==> src/ssr_pkg.sv <==
// Types and constants shared by the stream search and replace block and its checker.
`default_nettype none

package ssr_pkg;

    localparam int MAX_PATTERN_DEF     = 16;
    localparam int MAX_REPLACEMENT_DEF = 16;

    localparam int CFG_IDX_W  = 3;
    localparam int CFG_DATA_W = 64;
    localparam int LEN_W      = 5;

    localparam logic [CFG_IDX_W-1:0] CFG_PATTERN_LOW        = 3'd0;
    localparam logic [CFG_IDX_W-1:0] CFG_PATTERN_HIGH       = 3'd1;
    localparam logic [CFG_IDX_W-1:0] CFG_PATTERN_LENGTH     = 3'd2;
    localparam logic [CFG_IDX_W-1:0] CFG_REPLACEMENT_LOW    = 3'd3;
    localparam logic [CFG_IDX_W-1:0] CFG_REPLACEMENT_HIGH   = 3'd4;
    localparam logic [CFG_IDX_W-1:0] CFG_REPLACEMENT_LENGTH = 3'd5;

    typedef struct packed {
        logic [7:0] ch;
        logic       line_end;
    } text_t;

    typedef struct packed {
        logic [7:0] out_char;
        logic       out_valid;
        logic       end_of_line;
    } result_t;

endpackage

`default_nettype wire

==> src/stream_search_replace.sv <==
// Streaming search and replace: top level with the match sequencer and configuration registers.
// Flow: an accepted text beat is registered, then the sequencer compares it against the pattern
// and registers each result character; an empty pattern passes the character straight to the result.
// The block takes no new text beat before it is through with the last one: the text channel
// stalls while the sequencer works on a beat.
// Reset clears the configuration to zero, the partial match count and the result valid flag.
`default_nettype none

module stream_search_replace
    import ssr_pkg::*;
#(
    parameter int MAX_PATTERN     = MAX_PATTERN_DEF,
    parameter int MAX_REPLACEMENT = MAX_REPLACEMENT_DEF
)
(
    input  wire logic                  clk,
    input  wire logic                  rst_n,
    input  wire logic                  text_valid,
    output logic                       text_stall,
    input  wire text_t                 text,
    output logic                       result_valid,
    input  wire logic                  result_stall,
    output result_t                    result,
    input  wire logic                  cfg_we,
    input  wire logic [CFG_IDX_W-1:0]  cfg_index,
    input  wire logic [CFG_DATA_W-1:0] cfg_data
);

    localparam int PL_W = $clog2(MAX_PATTERN + 1);
    localparam int RL_W = $clog2(MAX_REPLACEMENT + 1);
    localparam int PI_W = (MAX_PATTERN > 1) ? $clog2(MAX_PATTERN) : 1;
    localparam int RI_W = (MAX_REPLACEMENT > 1) ? $clog2(MAX_REPLACEMENT) : 1;

    localparam logic [2:0] S_IDLE = 3'd0;
    localparam logic [2:0] S_SCAN = 3'd1;
    localparam logic [2:0] S_PASS = 3'd2;
    localparam logic [2:0] S_REPL = 3'd3;
    localparam logic [2:0] S_FIN  = 3'd4;

    logic [7:0]       pat_reg [MAX_PATTERN];
    logic [7:0]       rep_reg [MAX_REPLACEMENT];
    logic [LEN_W-1:0] pat_len_reg;
    logic [LEN_W-1:0] rep_len_reg;

    logic [2:0]      state_reg, state_next;
    logic [PL_W-1:0] m_reg, m_next;
    logic [PL_W-1:0] j_reg, j_next;
    logic [PL_W-1:0] k_reg, k_next;
    logic [RL_W-1:0] r_reg, r_next;
    logic [PL_W-1:0] matched_reg, matched_next;
    logic            emitted_reg, emitted_next;
    logic            res_valid_reg, res_valid_next;
    result_t         res_reg, res_next;
    logic [7:0]      ch_reg, ch_next;
    logic            last_reg, last_next;

    logic [PL_W-1:0] pl;
    logic [RL_W-1:0] rl;
    logic [PL_W:0]   jk;
    logic [PL_W:0]   n_ext;
    logic [7:0]      buf_byte;
    logic [7:0]      pat_k;
    logic            out_free;
    logic            accept;

    assign pl = (pat_len_reg > LEN_W'(MAX_PATTERN)) ? PL_W'(MAX_PATTERN)
                                                     : pat_len_reg[PL_W-1:0];
    assign rl = (rep_len_reg > LEN_W'(MAX_REPLACEMENT)) ? RL_W'(MAX_REPLACEMENT)
                                                         : rep_len_reg[RL_W-1:0];

    assign jk       = {1'b0, j_reg} + {1'b0, k_reg};
    assign n_ext    = {1'b0, m_reg} + {{PL_W{1'b0}}, 1'b1};
    assign buf_byte = (jk == {1'b0, m_reg}) ? ch_reg : pat_reg[jk[PI_W-1:0]];
    assign pat_k    = pat_reg[k_reg[PI_W-1:0]];
    assign out_free = !res_valid_reg || !result_stall;
    assign accept   = text_valid && !text_stall;

    assign text_stall   = (state_reg != S_IDLE);
    assign result_valid = res_valid_reg;
    assign result       = res_reg;

    always_comb
    begin
        state_next     = state_reg;
        m_next         = m_reg;
        j_next         = j_reg;
        k_next         = k_reg;
        r_next         = r_reg;
        matched_next   = matched_reg;
        emitted_next   = emitted_reg;
        ch_next        = ch_reg;
        last_next      = last_reg;
        res_next       = res_reg;
        res_valid_next = res_valid_reg && result_stall;

        unique case (state_reg)
            S_IDLE:
            begin
                if (accept)
                begin
                    ch_next      = text.ch;
                    last_next    = text.line_end;
                    j_next       = '0;
                    k_next       = '0;
                    emitted_next = 1'b0;
                    matched_next = '0;
                    if (matched_reg >= pl)
                    begin
                        m_next = pl - PL_W'(1);
                    end
                    else
                    begin
                        m_next = matched_reg;
                    end
                    state_next = (pl == '0) ? S_PASS : S_SCAN;
                end
            end
            S_PASS:
            begin
                if (out_free)
                begin
                    res_next       = '{out_char: ch_reg, out_valid: 1'b1,
                                       end_of_line: last_reg};
                    res_valid_next = 1'b1;
                    state_next     = S_IDLE;
                end
            end
            S_SCAN:
            begin
                priority if ({1'b0, j_reg} == n_ext)
                begin
                    state_next = S_FIN;
                end
                else if ((jk < n_ext) && (k_reg < pl) && (buf_byte == pat_k))
                begin
                    k_next = k_reg + PL_W'(1);
                end
                else if (k_reg == pl)
                begin
                    r_next     = '0;
                    state_next = S_REPL;
                end
                else if ((jk == n_ext) && !last_reg)
                begin
                    matched_next = k_reg;
                    state_next   = S_IDLE;
                end
                else if (out_free)
                begin
                    // Once one character has matched, the first buffered one is pattern byte 0.
                    res_next       = '{out_char: (k_reg == '0) ? buf_byte : pat_reg[0],
                                       out_valid: 1'b1,
                                       end_of_line: last_reg && (j_reg == m_reg)};
                    res_valid_next = 1'b1;
                    emitted_next   = 1'b1;
                    j_next         = j_reg + PL_W'(1);
                    k_next         = '0;
                end
            end
            S_REPL:
            begin
                if (r_reg == rl)
                begin
                    state_next = S_FIN;
                end
                else if (out_free)
                begin
                    res_next       = '{out_char: rep_reg[r_reg[RI_W-1:0]], out_valid: 1'b1,
                                       end_of_line: last_reg && (r_reg == rl - RL_W'(1))};
                    res_valid_next = 1'b1;
                    emitted_next   = 1'b1;
                    r_next         = r_reg + RL_W'(1);
                end
            end
            S_FIN:
            begin
                if (last_reg && !emitted_reg)
                begin
                    if (out_free)
                    begin
                        res_next       = '{out_char: 8'd0, out_valid: 1'b0,
                                           end_of_line: 1'b1};
                        res_valid_next = 1'b1;
                        state_next     = S_IDLE;
                    end
                end
                else
                begin
                    state_next = S_IDLE;
                end
            end
            default:
            begin
                state_next = S_IDLE;
            end
        endcase
    end

    always_ff @(posedge clk or negedge rst_n)
    begin
        if (!rst_n)
        begin
            state_reg     <= S_IDLE;
            m_reg         <= '0;
            j_reg         <= '0;
            k_reg         <= '0;
            r_reg         <= '0;
            matched_reg   <= '0;
            emitted_reg   <= 1'b0;
            last_reg      <= 1'b0;
            res_valid_reg <= 1'b0;
        end
        else
        begin
            state_reg     <= state_next;
            m_reg         <= m_next;
            j_reg         <= j_next;
            k_reg         <= k_next;
            r_reg         <= r_next;
            matched_reg   <= matched_next;
            emitted_reg   <= emitted_next;
            last_reg      <= last_next;
            res_valid_reg <= res_valid_next;
        end
    end

    always_ff @(posedge clk)
    begin
        ch_reg  <= ch_next;
        res_reg <= res_next;
    end

    always_ff @(posedge clk or negedge rst_n)
    begin
        if (!rst_n)
        begin
            for (int i = 0; i < MAX_PATTERN; i++)
            begin
                pat_reg[i] <= 8'd0;
            end
            for (int i = 0; i < MAX_REPLACEMENT; i++)
            begin
                rep_reg[i] <= 8'd0;
            end
            pat_len_reg <= '0;
            rep_len_reg <= '0;
        end
        else if (cfg_we)
        begin
            for (int i = 0; i < MAX_PATTERN; i++)
            begin
                if ((i < 8) && (cfg_index == CFG_PATTERN_LOW))
                begin
                    pat_reg[i] <= cfg_data[8*(i%8) +: 8];
                end
                if ((i >= 8) && (cfg_index == CFG_PATTERN_HIGH))
                begin
                    pat_reg[i] <= cfg_data[8*(i%8) +: 8];
                end
            end
            for (int i = 0; i < MAX_REPLACEMENT; i++)
            begin
                if ((i < 8) && (cfg_index == CFG_REPLACEMENT_LOW))
                begin
                    rep_reg[i] <= cfg_data[8*(i%8) +: 8];
                end
                if ((i >= 8) && (cfg_index == CFG_REPLACEMENT_HIGH))
                begin
                    rep_reg[i] <= cfg_data[8*(i%8) +: 8];
                end
            end
            if (cfg_index == CFG_PATTERN_LENGTH)
            begin
                pat_len_reg <= cfg_data[LEN_W-1:0];
            end
            if (cfg_index == CFG_REPLACEMENT_LENGTH)
            begin
                rep_len_reg <= cfg_data[LEN_W-1:0];
            end
        end
    end

endmodule

`default_nettype wire

==> config.mk <==
export PLATFORM = sky130hd
export DESIGN_NAME = stream_search_replace
export DESIGN_NICKNAME = d
export VERILOG_FILES = /design/src/ssr_pkg.sv /design/src/stream_search_replace.sv
export SDC_FILE = /design/constraint.sdc
export NUM_CORES = 1
export LEC_CHECK = 0
export BUFFER_PORTS_ARGS = -buffer_cell sky130_fd_sc_hd__buf_4
export CORE_UTILIZATION = 40
export DETAILED_ROUTE_END_ITERATION = 8
export PLACE_DENSITY_LB_ADDON = 0.05
export SYNTH_ARGS = -nofsm -noshare
export SYNTH_HDL_FRONTEND = slang
export SYNTH_SLANG_ARGS = --single-unit
==> constraint.sdc <==
create_clock -name clk -period 5.2 [get_ports clk]
set_input_delay 0.78 -clock clk [delete_from_list [all_inputs] [get_ports clk]]
set_output_delay 0.78 -clock clk [all_outputs]
set_load 0.005 [all_outputs]
# [After elaboration in Yosys (flattened, before gate mapping)]
# Index checks and enable logic that the tools add are counted.
# W data, S select, Z words.
[word_totals] reg_bits=315 in_bits=81 output_inout_bits=12 wordCells=213
[classes] addsub=7 n_lt_le_gt_ge=8 n_eq_ne=36 mux=75 bitwise=3 reduce_logical=37
[ops] op="$mux W5" n=23
[ops] op="$mux W10" n=10
[ops] op="$bmux W8 S4" n=3
[ops] op="$mux W8" n=8
[ops] op="$pmux W10 S4" n=1
[ops] op="$pmux W5 S2" n=4
[ops] op="$ne A2 B2 Y1 const B" n=14
[ops] op="$mux W3" n=8
[ops] op="$eq A5 B5 Y1" n=4
[ops] op="$reduce_and A6 Y1" n=3
[ops] op="$add A5 B1 Y5 const B" n=3
[ops] op="$ge A5 B5 Y1 const B" n=3
[ops] op="$not A4 Y5" n=3
[ops] op="$pmux W3 S5" n=1
[ops] op="$mux W1" n=14
[ops] op="$reduce_and A2 Y1" n=7
[ops] op="$reduce_and A7 Y1" n=2
[ops] op="$eq A3 B2 Y1 const B" n=4
[ops] op="$ne A3 B3 Y1 const B" n=4
[ops] op="$reduce_and A11 Y1" n=1
[ops] op="$gt A5 B5 Y1 const B" n=2
[ops] op="$logic_not A5 Y1" n=2
[ops] op="$sub A5 B1 Y5 const B" n=2
[ops] op="$eq A3 B3 Y1 const B" n=3
[ops] op="other kinds (22)" n=37

# [Depth between registers and ports, before layout]
# Gate-level depths: netlist of the first run.
[depth] word_depth=13 ltp_mapped=20 mapped_depth_nobuf=15

# [Worst setup path after synthesis of the first run]
# OpenSTA, ideal clock, no wires.
[synth_path] path_kind="reg-to-reg" startpoint="reg k_reg[1]" endpoint="reg res_reg (netlist bit result[0]) (enable)" setup_time_ps=376 arrival_ps=4846 required_ps=4824 setup_slack_ps=-22 path_stages_with_launch=19 path_buffers=6 synth_period_minus_slack_ps=5222 cell_sequence="dfrtp_1 -> clkbuf_1 -> clkbuf_1 -> buf_2 -> inv_1 -> fa_1 -> buf_2 -> inv_2 -> mux4_2 -> mux2i_1 -> a211oi_1 -> or4_1 -> o211a_1 -> o2111ai_2 -> nor4_1 -> buf_2 -> buf_4 -> a211o_1 -> nor2_1"
[synth_via] elab_chain_cells=10 word_cells_on_any_way=23 cone_classes="add/sub: 1; order compare: 2; eq/ne: 7; mux: 7; bitwise: 2; reduce/logical: 4"
[synth_rtl] item="start, declared" line="stream_search_replace.sv:48" source="logic [PL_W-1:0] k_reg, k_next;"
[synth_rtl] item="start signal, assigned" line="stream_search_replace.sv:218" source="k_reg <= k_next;"
[synth_rtl] item="$add A5 B5 Y6" line="stream_search_replace.sv:71" source="assign jk = {1'b0, j_reg} + {1'b0, k_reg};"
[synth_rtl] item="$not A4 Y5 (implied by the code)" line="stream_search_replace.sv:73" source="assign buf_byte = (jk == {1'b0, m_reg}) ? ch_reg : pat_reg[jk[PI_W-1:0]];"
[synth_rtl] item="$bmux W8 S4" line="stream_search_replace.sv:73"
[synth_rtl] item="$mux W8 (implied by the code) (2 in series)" line="stream_search_replace.sv:73"
[synth_rtl] item="$mux W8" line="stream_search_replace.sv:73"
[synth_rtl] item="$eq A8 B8 Y1" line="stream_search_replace.sv:134" source="else if ((jk < n_ext) && (k_reg < pl) && (buf_byte == pat_k))"
[synth_rtl] item="$logic_and A1 B1 Y1" line="stream_search_replace.sv:134"
[synth_rtl] item="$ne A2 B2 Y1 (no line)"
[synth_rtl] item="$reduce_and A11 Y1 (no line) *"
[synth_rtl] item="end signal, assigned" line="stream_search_replace.sv:230" source="res_reg <= res_next;"
[synth_rtl] item="end, declared" line="stream_search_replace.sv:53" source="result_t res_reg, res_next;"
# Mark *: on every way between the ends. The rest lies on a longest branch, timed or not. The select of a mux whose other input is x is not followed.
# A chain may end at the register's enable or synchronous reset.

# [Worst setup path in the final report of the first run]
[layout_path] startpoint="reg j_reg[0]" endpoint="reg j_reg[0]"
[layout_via] elab_chain_cells=10 word_cells_on_any_way=25 cone_classes="add/sub: 2; order compare: 1; eq/ne: 7; mux: 10; bitwise: 1; reduce/logical: 4"
[layout_rtl] item="start, declared" line="stream_search_replace.sv:47" source="logic [PL_W-1:0] j_reg, j_next;"
[layout_rtl] item="start signal, assigned" line="stream_search_replace.sv:217" source="j_reg <= j_next;"
[layout_rtl] item="$add A5 B5 Y6" line="stream_search_replace.sv:71"
[layout_rtl] item="$not A4 Y5 (implied by the code)" line="stream_search_replace.sv:73"
[layout_rtl] item="$bmux W8 S4" line="stream_search_replace.sv:73"
[layout_rtl] item="$mux W8 (implied by the code) (2 in series)" line="stream_search_replace.sv:73"
[layout_rtl] item="$mux W8" line="stream_search_replace.sv:73"
[layout_rtl] item="$eq A8 B8 Y1" line="stream_search_replace.sv:134"
[layout_rtl] item="$logic_and A1 B1 Y1" line="stream_search_replace.sv:134"
[layout_rtl] item="$ne A2 B2 Y1 (no line)"
[layout_rtl] item="$reduce_and A7 Y1 (no line)"
# Several ways; a longest one is shown, not always the timed one. The select of a mux whose other input is x is not followed.

==> impl_metrics.toml, run 1 <==
[global_route]
grt_pass1_wl_mm = 72.9
grt_pass1_vias = 11514
grt_max_degree = 102
antenna_found_initial = 2
overflow = 0
track_usage_pct = 22.3

[yosys]
ys.flop_type = "dfrtp_1"
synth_area_leader_cell = "dfrtp_1"
syn_area_mm2 = 0.0170
yosys_warnings = 0
yosysSeqAreaShare_pct = 46.9
syn-instance-count = 1264
ys_seq_elements = 315
synth_edf_count = 18
ys_types = 76
synth_nets = 1374
synthTopCellsByArea = "dfrtp_1 44%, mux2_2 18%, mux4_2 14%"
synth_top_area_share_pct = 43.7
synth.avg_cell_area_um2 = 13.4
postSynth.asyncResetShare_pct = 94.3

[worst_setup_path]
worstPathArrival_ps = 5250
start_kind = "register"
r2r-start = "j_reg[0]$_DFFE_PN0P_"
cp-end-kind = "register"
worstPathMaxFanout = 14
required_ps = 5640
cp-startpoint = "j_reg[0]$_DFFE_PN0P_"
critPathBufInv = 2
cp_top_family = "simple AND/OR/NAND/NOR gates"
cp_cell_sequence = "ha_1 > inv_1 > fa_1 > inv_2 > mux4_2 > mux2i_1 > a211oi_1 > or3_1 > a21oi_1 > o21ai_1 > nor4_2 > nand3b_1 > mux2_2"
max_stage_delay_ps = 710
critical_path_class = "reg -> reg"
cp_slowest_cell = "nor4_2"

[cts]
cts_buffers = 38
clk_pin_slew_ps = 60
cts-resized-gates = 0
clock_sinks = 315
cts.htree.levels = 2
hold_buffers = 0
tritoncts = "done"
clkLatencyLatePin_ps = 560
clockBufferDepth = 3
cts_root_buffer = "clkbuf_16"
cts_setup_buffers = 0

[die]
die_h_um = 208
die_w_um = 208
start_util_pct = 40.5
io_pins = 93
rows = 75
core_mm2 = 0.0419
die-area_mm2 = 0.0433

[timing]
finalCritPeriodShare_pct = 92.5
fin_hold_ws_ps = 285
setup_tns_ps = 0
finalMaxSlewViolations = 0
hold_violations = 0
finalSetupViolCount = 0
worst_slew_margin_rel_pct = 33.4
rsz0062_at_grt = "false"
fmaxAchievable_mhz = 208
fin_crit_ps = 4810
tightestPinTransition_ps = 999
finalClockSkew_ps = 22.4

[detailed_routing]
vias = 11128
drt-pass1-iter-count = 7
via_per_inst = 5.81
routed_wl_mm = 46.8
drtAntennaViolNets = 0
drc = 0
drtIter0Drc = 698
drt-wirelength-per-cell_um = 24.5

[hold_path]
hold_class = "in -> async"

[layout]
insertedDiodeCount = 0
drive_gt1_share_pct = 42.4
nNetsFinal = 1457
syn_to_final_growth_pct = 15.7

[power_and_ir_drop]
power_density_mw_per_mm2 = 507
ir_worst_vdd_v = 0.000215
leakagePower_nw = 8.10

[placed_design]
place_congestion = 0.840
dp_hpwl_mm = 32.8
io_buffers = 92

[job]
drv_cap = 0

[run_status]
status = "completed"
-- stage by stage --
step / power [W] / setup WS (ps) / instance area [um^2] / utilization [%] / instances
floorplan: 0.00606 / 140 / 17000 / - / 1264
global placement: 0.00723 / 405 / 18300 / 43.7 / 1846
detailed placement: 0.00728 / 363 / 18300 / 43.7 / 1846
CTS: 0.0101 / 323 / 19700 / 46.9 / 1914
global route: 0.0105 / 44.9 / 19700 / 46.9 / 1914
finish: 0.00996 / 389 / 19700 / 46.9 / 1914
-- cell type report --
type / count / area [um^2]
Sequential cell: 315 / 7980
Tap cell: 539 / 674
Clock buffer: 59 / 1180
Multi-Input combinational cell: 839 / 8620
Clock inverter: 9 / 123
Fill cell: 3740 / 22300
Timing Repair Buffer: 126 / 978
Inverter: 27 / 101
-- final timing paths --
kind | endpoint | slack (ps) | cells after the start
max in group asynchronous | rep_reg[67]$_DFFE_PN0P_ | 3850 | 2
max | j_reg[0]$_DFFE_PN0P_ | 390 | 13
min reg2reg | rep_reg[33]$_DFFE_PN0P_ | 500 | 1
min | rep_reg[127]$_DFFE_PN0P_ | 280 | 1
max reg2reg | j_reg[0]$_DFFE_PN0P_ | 390 | 13
min in group clk | ch_reg[1]$_DFFE_PP_ | 410 | 1
-- kinds of logic after synthesis --
kind of cell	Yosys count	share of synthesized area (%)
AO/OA/AOI/OAI	148	5.99
XOR/XNOR	38	2.08
adder cells (fa/ha/maj)	29	2.18
buffers and inverters	110	2.69
flip-flops	315	46.9
multiplexers	407	33.8
AND/OR/NAND/NOR	217	6.33
-- placed cells by master (no fill, tap or decap), types with 28 or more instances in the layout --
| cell | instances |
|---|---|
| mux2_2 | 266 |
| buf_4 | 123 |
| dfrtp_1 | 293 |
| o21ai_0 | 35 |
| ha_1 | 28 |
| nor2_1 | 43 |
| clkbuf_16 | 40 |
| a21oi_1 | 34 |
| mux4_2 | 107 |
| nand2_1 | 67 |
| mux2i_1 | 34 |
-- synth_stat cells (all sizes together), types with 3 or more instances --
master,count
dfrtp,297
mux2,266
mux4,107
nand2,67
clkbuf,59
nor2,44
o21ai,40
a21oi,34
mux2i,34
ha,28
nand3,27
buf,24
inv,24
xor2,23
edfxtp,18
nand2b,15
xnor2,14
nor2b,12
nor3,11
and3,9
a31oi,7
o211ai,6
o31ai,6
or4,6
a211oi,5
a21o,5
a221oi,5
or3,5
a2111oi,4
a211o,4
nand4,4
a22oi,3
clkinv,3
nor4,3
o2111ai,3
o21a,3
o311ai,3
or2,3
-- power by group --
part / total [W] / internal, W / switching [W]
sequential: 0.00359 / 0.00309 / 0.000498
combinational: 0.00364 / 0.00177 / 0.00187
clock: 0.00274 / 0.00167 / 0.00107
-- routing by layer --
metal  routed length [um]  vias up  GRT usage [%]
li1                     -     4949              -
met1                22500     5886           33.2
met2                21400      241           34.1
met3                 2060       52           3.09
met4                  820        0           5.95
met5                    0        -              0
Power figures use the tool's default switching activity.
==> inputs of run 2 (changes only) <==
CAP_MARGIN = 20   (was not set)
CORE_UTILIZATION = 56   (was 40)
PLACE_DENSITY = 0.74   (was not set)
PLACE_DENSITY_LB_ADDON = not set   (was 0.05)
==> run 2 against run 1 <==
Against the previous run:
- register-to-register slack gained 20 ps
- sequential power hardly changed
- sequential share of layout area grew 0.42 points
- fmax up 0.42%
- clock skew shrank 3.3 ps
- first-iteration DRC count rose by 19%
- clock-buffer cell count shrank 10
==> impl_metrics.toml, run 2 (synthesis gave the netlist of run 1 again) <==
[run_status]
status = "completed"

[timing]
finalClockSkew_ps = 19.1
setup_tns_ps = 0
hold_violations = 0
rsz0062_at_grt = "false"
finalMaxSlewViolations = 0
finalCritPeriodShare_pct = 92.1
fin_crit_ps = 4790
fmaxAchievable_mhz = 209
tightestPinTransition_ps = 949
worst_slew_margin_rel_pct = 36.7
finalSetupViolCount = 0

[cts]
cts.htree.levels = 2
clock_sinks = 315
clockBufferDepth = 3
cts_buffers = 35
hold_buffers = 0
cts_setup_buffers = 0
tritoncts = "done"
cts_root_buffer = "clkbuf_16"
clk_pin_slew_ps = 60
clkLatencyLatePin_ps = 520
cts-resized-gates = 0

[detailed_routing]
vias = 11233
routed_wl_mm = 41.9
drc = 0
drt-wirelength-per-cell_um = 23.7
drt-pass1-iter-count = 5
via_per_inst = 6.37
drtIter0Drc = 834
drtAntennaViolNets = 0

[global_route]
grt_pass1_wl_mm = 67.3
antenna_found_initial = 0
track_usage_pct = 28.5
overflow = 0
grt_pass1_vias = 11627
grt_max_degree = 126

[placed_design]
io_buffers = 92
place_inst = 1701
dp_hpwl_mm = 29.1
place_congestion = 0.910
placed_cell_area_mm2 = 0.0182

[die]
die-area_mm2 = 0.0310
io_pins = 93
core_mm2 = 0.0297
die_h_um = 176
start_util_pct = 57.2
rows = 63
die_w_um = 176

[worst_setup_path]
critical_path_class = "reg -> reg"
r2r_end = "result[3]$_DFFE_PP_"
cp-end-kind = "register"
worstPathArrival_ps = 4950
worstPathMaxFanout = 12
rrSetupSlack_ps = 410
reg2reg_depth = 13
start_kind = "register"
r2r-start = "j_reg[0]$_DFFE_PN0P_"
required_ps = 5350

[layout]
final_cells = 1764
finish.instance_area_mm2 = 0.0194
drive_gt1_share_pct = 42.1
final_cell_mix = "294 x dfrtp_1, 266 x mux2_2, 128 x buf_4"
final_common_cell = "dfrtp_1"
syn_to_final_growth_pct = 14.4
nNetsFinal = 1458
insertedDiodeCount = 0

[power_and_ir_drop]
power_density_mw_per_mm2 = 509
leakagePower_nw = 8.11
ir_worst_vdd_v = 0.000355

[hold_path]
hold_class = "in -> async"

[job]
drv_cap = 0
## run 2: cell types whose count changed in the layout (fill, tap and decap cells not counted), moves of 2 or more
cell / previous run / this run
clkbuf_8: 11 / 5
buf_4: 123 / 128
bufinv_16: 2 / 6
clkinv_1: 3 / 7
clkbuf_16: 40 / 37
clkinv_2: 3 / 1
clkinv_8: 2 / 0
clkinvlp_4: 2 / 0
## run 2: where the power goes
group	internal, W	total (W)	switching, W
Sequential	0.00309	0.00359	0.000505
Combinational	0.00178	0.00361	0.00183
Clock	0.00168	0.00269	0.00101
## run 2: layout make-up
type	instances	area [um^2]
Clock buffer	49	1020
Clock inverter	14	238
Fill cell	2155	10300
Inverter	27	101
Multi-Input combinational cell	839	8630
Sequential cell	315	7980
Tap cell	390	488
Timing Repair Buffer	130	996
## run 2: routing by layer
| layer | global-route usage (%) | routed length [um] | vias up |
|---|---|---|---|
| li1 | - | - | 4935 |
| met1 | 40.6 | 18100 | 5812 |
| met2 | 44.0 | 19700 | 404 |
| met3 | 5.62 | 2770 | 82 |
| met4 | 9.24 | 1250 | 0 |
| met5 | 0 | 0 | - |
## run 2: critical path, stage by stage, from the launching register on
cell and delay [ps]:
dfrtp_1 440, ha_1 260, inv_1 70, fa_1 720, xor2_1 190, nand2b_1 110
a2111oi_2 650, nand2_2 310, or4_1 580, o211a_1 130, o2111ai_2 130, nor4_4 130
a211o_1 320, nor2_2 390
## run 2: worst max path at each step
stage / startpoint / to / cells past startpoint
after floorplan: k_reg[1]$_DFFE_PN0P_ / result[0]$_DFFE_PP_ / 18
after global placement: j_reg[0]$_DFFE_PN0P_ / matched_reg[0]$_DFFE_PN0P_ / 13
after detailed placement: j_reg[0]$_DFFE_PN0P_ / matched_reg[0]$_DFFE_PN0P_ / 13
after CTS: j_reg[0]$_DFFE_PN0P_ / matched_reg[3]$_DFFE_PN0P_ / 13
after global routing: j_reg[0]$_DFFE_PN0P_ / result[3]$_DFFE_PP_ / 13
final: j_reg[0]$_DFFE_PN0P_ / result[3]$_DFFE_PP_ / 13
## run 2: through the flow
step	setup slack, ps	hold slack, ps	utilization [%]	power [W]
after floorplan	140	468	-	0.00606
after global placement	443	482	61.2	0.00706
after detailed placement	376	489	61.2	0.00715
after CTS	280	400	65.4	0.00987
after global routing	88.5	406	65.4	0.0104
final	409	322	65.4	0.00989
==> inputs of run 3 (changes only) <==
CELL_PAD_IN_SITES_DETAIL_PLACEMENT = 1   (was not set)
CELL_PAD_IN_SITES_GLOBAL_PLACEMENT = 1   (was not set)
CORE_UTILIZATION = 47   (was 56)
MAX_ROUTING_LAYER = met4   (was not set)
==> run 3 against run 2 <==
Against the previous run:
- clock power decreased by 6%
- critical path depth increased by 1
- power decreased by 0.72%
- fmax decreased by 1.1%
==> impl_metrics.toml, run 3 (synthesis gave the netlist of run 1 again) <==
[die]
die_h_um = 192
die-area_mm2 = 0.0369
rows = 69
die_w_um = 192
start_util_pct = 47.8
io_pins = 93
core_mm2 = 0.0356

[placed_design]
io_buffers = 92
place_congestion = 0.904
dp_hpwl_mm = 32.6

[detailed_routing]
drt-wirelength-per-cell_um = 25.6
drtAntennaViolNets = 0
drtIter0Drc = 796
vias = 11355
via_per_inst = 6.20
routed_wl_mm = 46.9
drc = 0
drt-pass1-iter-count = 4

[run_status]
status = "completed"

[cts]
tritoncts = "done"
cts_setup_buffers = 0
clk_pin_slew_ps = 60
clock_sinks = 315
clockBufferDepth = 3
cts_buffers = 36
hold_buffers = 0
cts.htree.levels = 2
cts-resized-gates = 0
clkLatencyLatePin_ps = 560
cts_root_buffer = "clkbuf_16"

[worst_setup_path]
required_ps = 5400
worstPathMaxFanout = 20
worstPathArrival_ps = 5050
start_kind = "register"
cp-end-kind = "register"
critical_path_class = "reg -> reg"

[timing]
finalSetupViolCount = 0
fin_hold_ws_ps = 178
hold_violations = 0
finalMaxSlewViolations = 0
worst_slew_margin_rel_pct = 36.7
tightestPinTransition_ps = 949
fmaxAchievable_mhz = 206
finalClockSkew_ps = 18.8
finalCritPeriodShare_pct = 93.1
setup_tns_ps = 0
fin_crit_ps = 4840
rsz0062_at_grt = "false"

[global_route]
antenna_found_initial = 0
grt_pass1_vias = 12445
top_usage_layer = "met2"
grt_max_degree = 136
use_met1_pct = 37.6
grtUsageMet3_pct = 4.04
grt_pass1_wl_mm = 74.4
grt_util_met2_pct = 42.5
track_usage_pct = 27.5
overflow = 0

[power_and_ir_drop]
leakagePower_nw = 8.03
ir_worst_vdd_v = 0.000361
power_density_mw_per_mm2 = 506

[layout]
syn_to_final_growth_pct = 14.2
final_common_cell = "dfrtp_1"
nNetsFinal = 1453
drive_gt1_share_pct = 42.0
final_cell_mix = "293 x dfrtp_1, 266 x mux2_2, 121 x buf_4"

[hold_path]
hold_class = "in -> async"

[job]
drv_cap = 0
==> run 3: cell count changes in the layout (fill, tap and decap cells not counted), moves of 2 or more <==
cell	previous run	this run
clkbuf_8	5	9
clkbuf_1	7	10
clkinvlp_4	0	2
bufinv_16	6	1
clkinv_1	7	3
buf_4	128	121
clkinv_2	1	3
==> run 3: path summary, 6_finish.rpt <==
kind	cells past startpoint	start	slack, ps	to
setup / recovery	14	j_reg[0]$_DFFE_PN0P_	360	result[5]$_DFFE_PP_
hold / removal	1	rst_n	180	rep_reg[127]$_DFFE_PN0P_
setup reg to reg	14	j_reg[0]$_DFFE_PN0P_	360	result[5]$_DFFE_PP_
hold reg to reg	1	rep_reg[106]$_DFFE_PN0P_	500	rep_reg[106]$_DFFE_PN0P_
max in group asynchronous	2	rst_n	3860	rep_reg[18]$_DFFE_PN0P_
min in group clk	1	text[1]	400	ch_reg[0]$_DFFE_PP_
==> run 3: per-stage QoR <==
stage	instances	setup slack, ps	cell area (um^2)	utilization [%]	power [W]
after detailed placement	1766	410	18200	51.3	0.00728
after CTS	1831	352	19400	54.6	0.00986
after global routing	1831	59.8	19400	54.6	0.0103
final	1832	357	19400	54.6	0.00982
after global placement	1766	514	18200	51.3	0.00713
after floorplan	1264	140	17000	-	0.00606
==> run 3: power breakdown <==
group / total, W / internal (W) / leakage, nW / switching (W)
Clock: 0.00253 / 0.00147 / 0.572 / 0.00105
Combinational: 0.00366 / 0.00177 / 3.69 / 0.00189
Sequential: 0.00362 / 0.00309 / 3.77 / 0.000537
Total: 0.00982 / 0.00633 / 8.03 / 0.00348
==> run 3: layer usage <==
layer	part of all wire, %	wire [um]
met1	45	21200
met2	48	22600
met3	4.0	1890
met4	2.7	1250
met5	0	0
==> run 3: critical path, cell delays in order, from the launching register on <==
cell	delay (ps)
dfrtp_1	460
ha_1	270
inv_1	80
fa_1	520
inv_2	380
mux4_2	570
mux2i_1	310
a211oi_1	150
or4_1	500
o211a_1	140
o2111ai_2	110
nor4_2	80
buf_4	210
a211o_1	310
nor2_2	400
==> run 3: layout make-up <==
type | count | area (um^2)
diodes | 1 | 2.50
clock buffers | 55 | 1060
clock inverters | 10 | 114
fillers | 3529 | 16200
inverters | 27 | 101
multi-input cells | 839 | 8620
flip-flops and latches | 315 | 7980
well taps | 461 | 577
repair buffers | 124 | 963
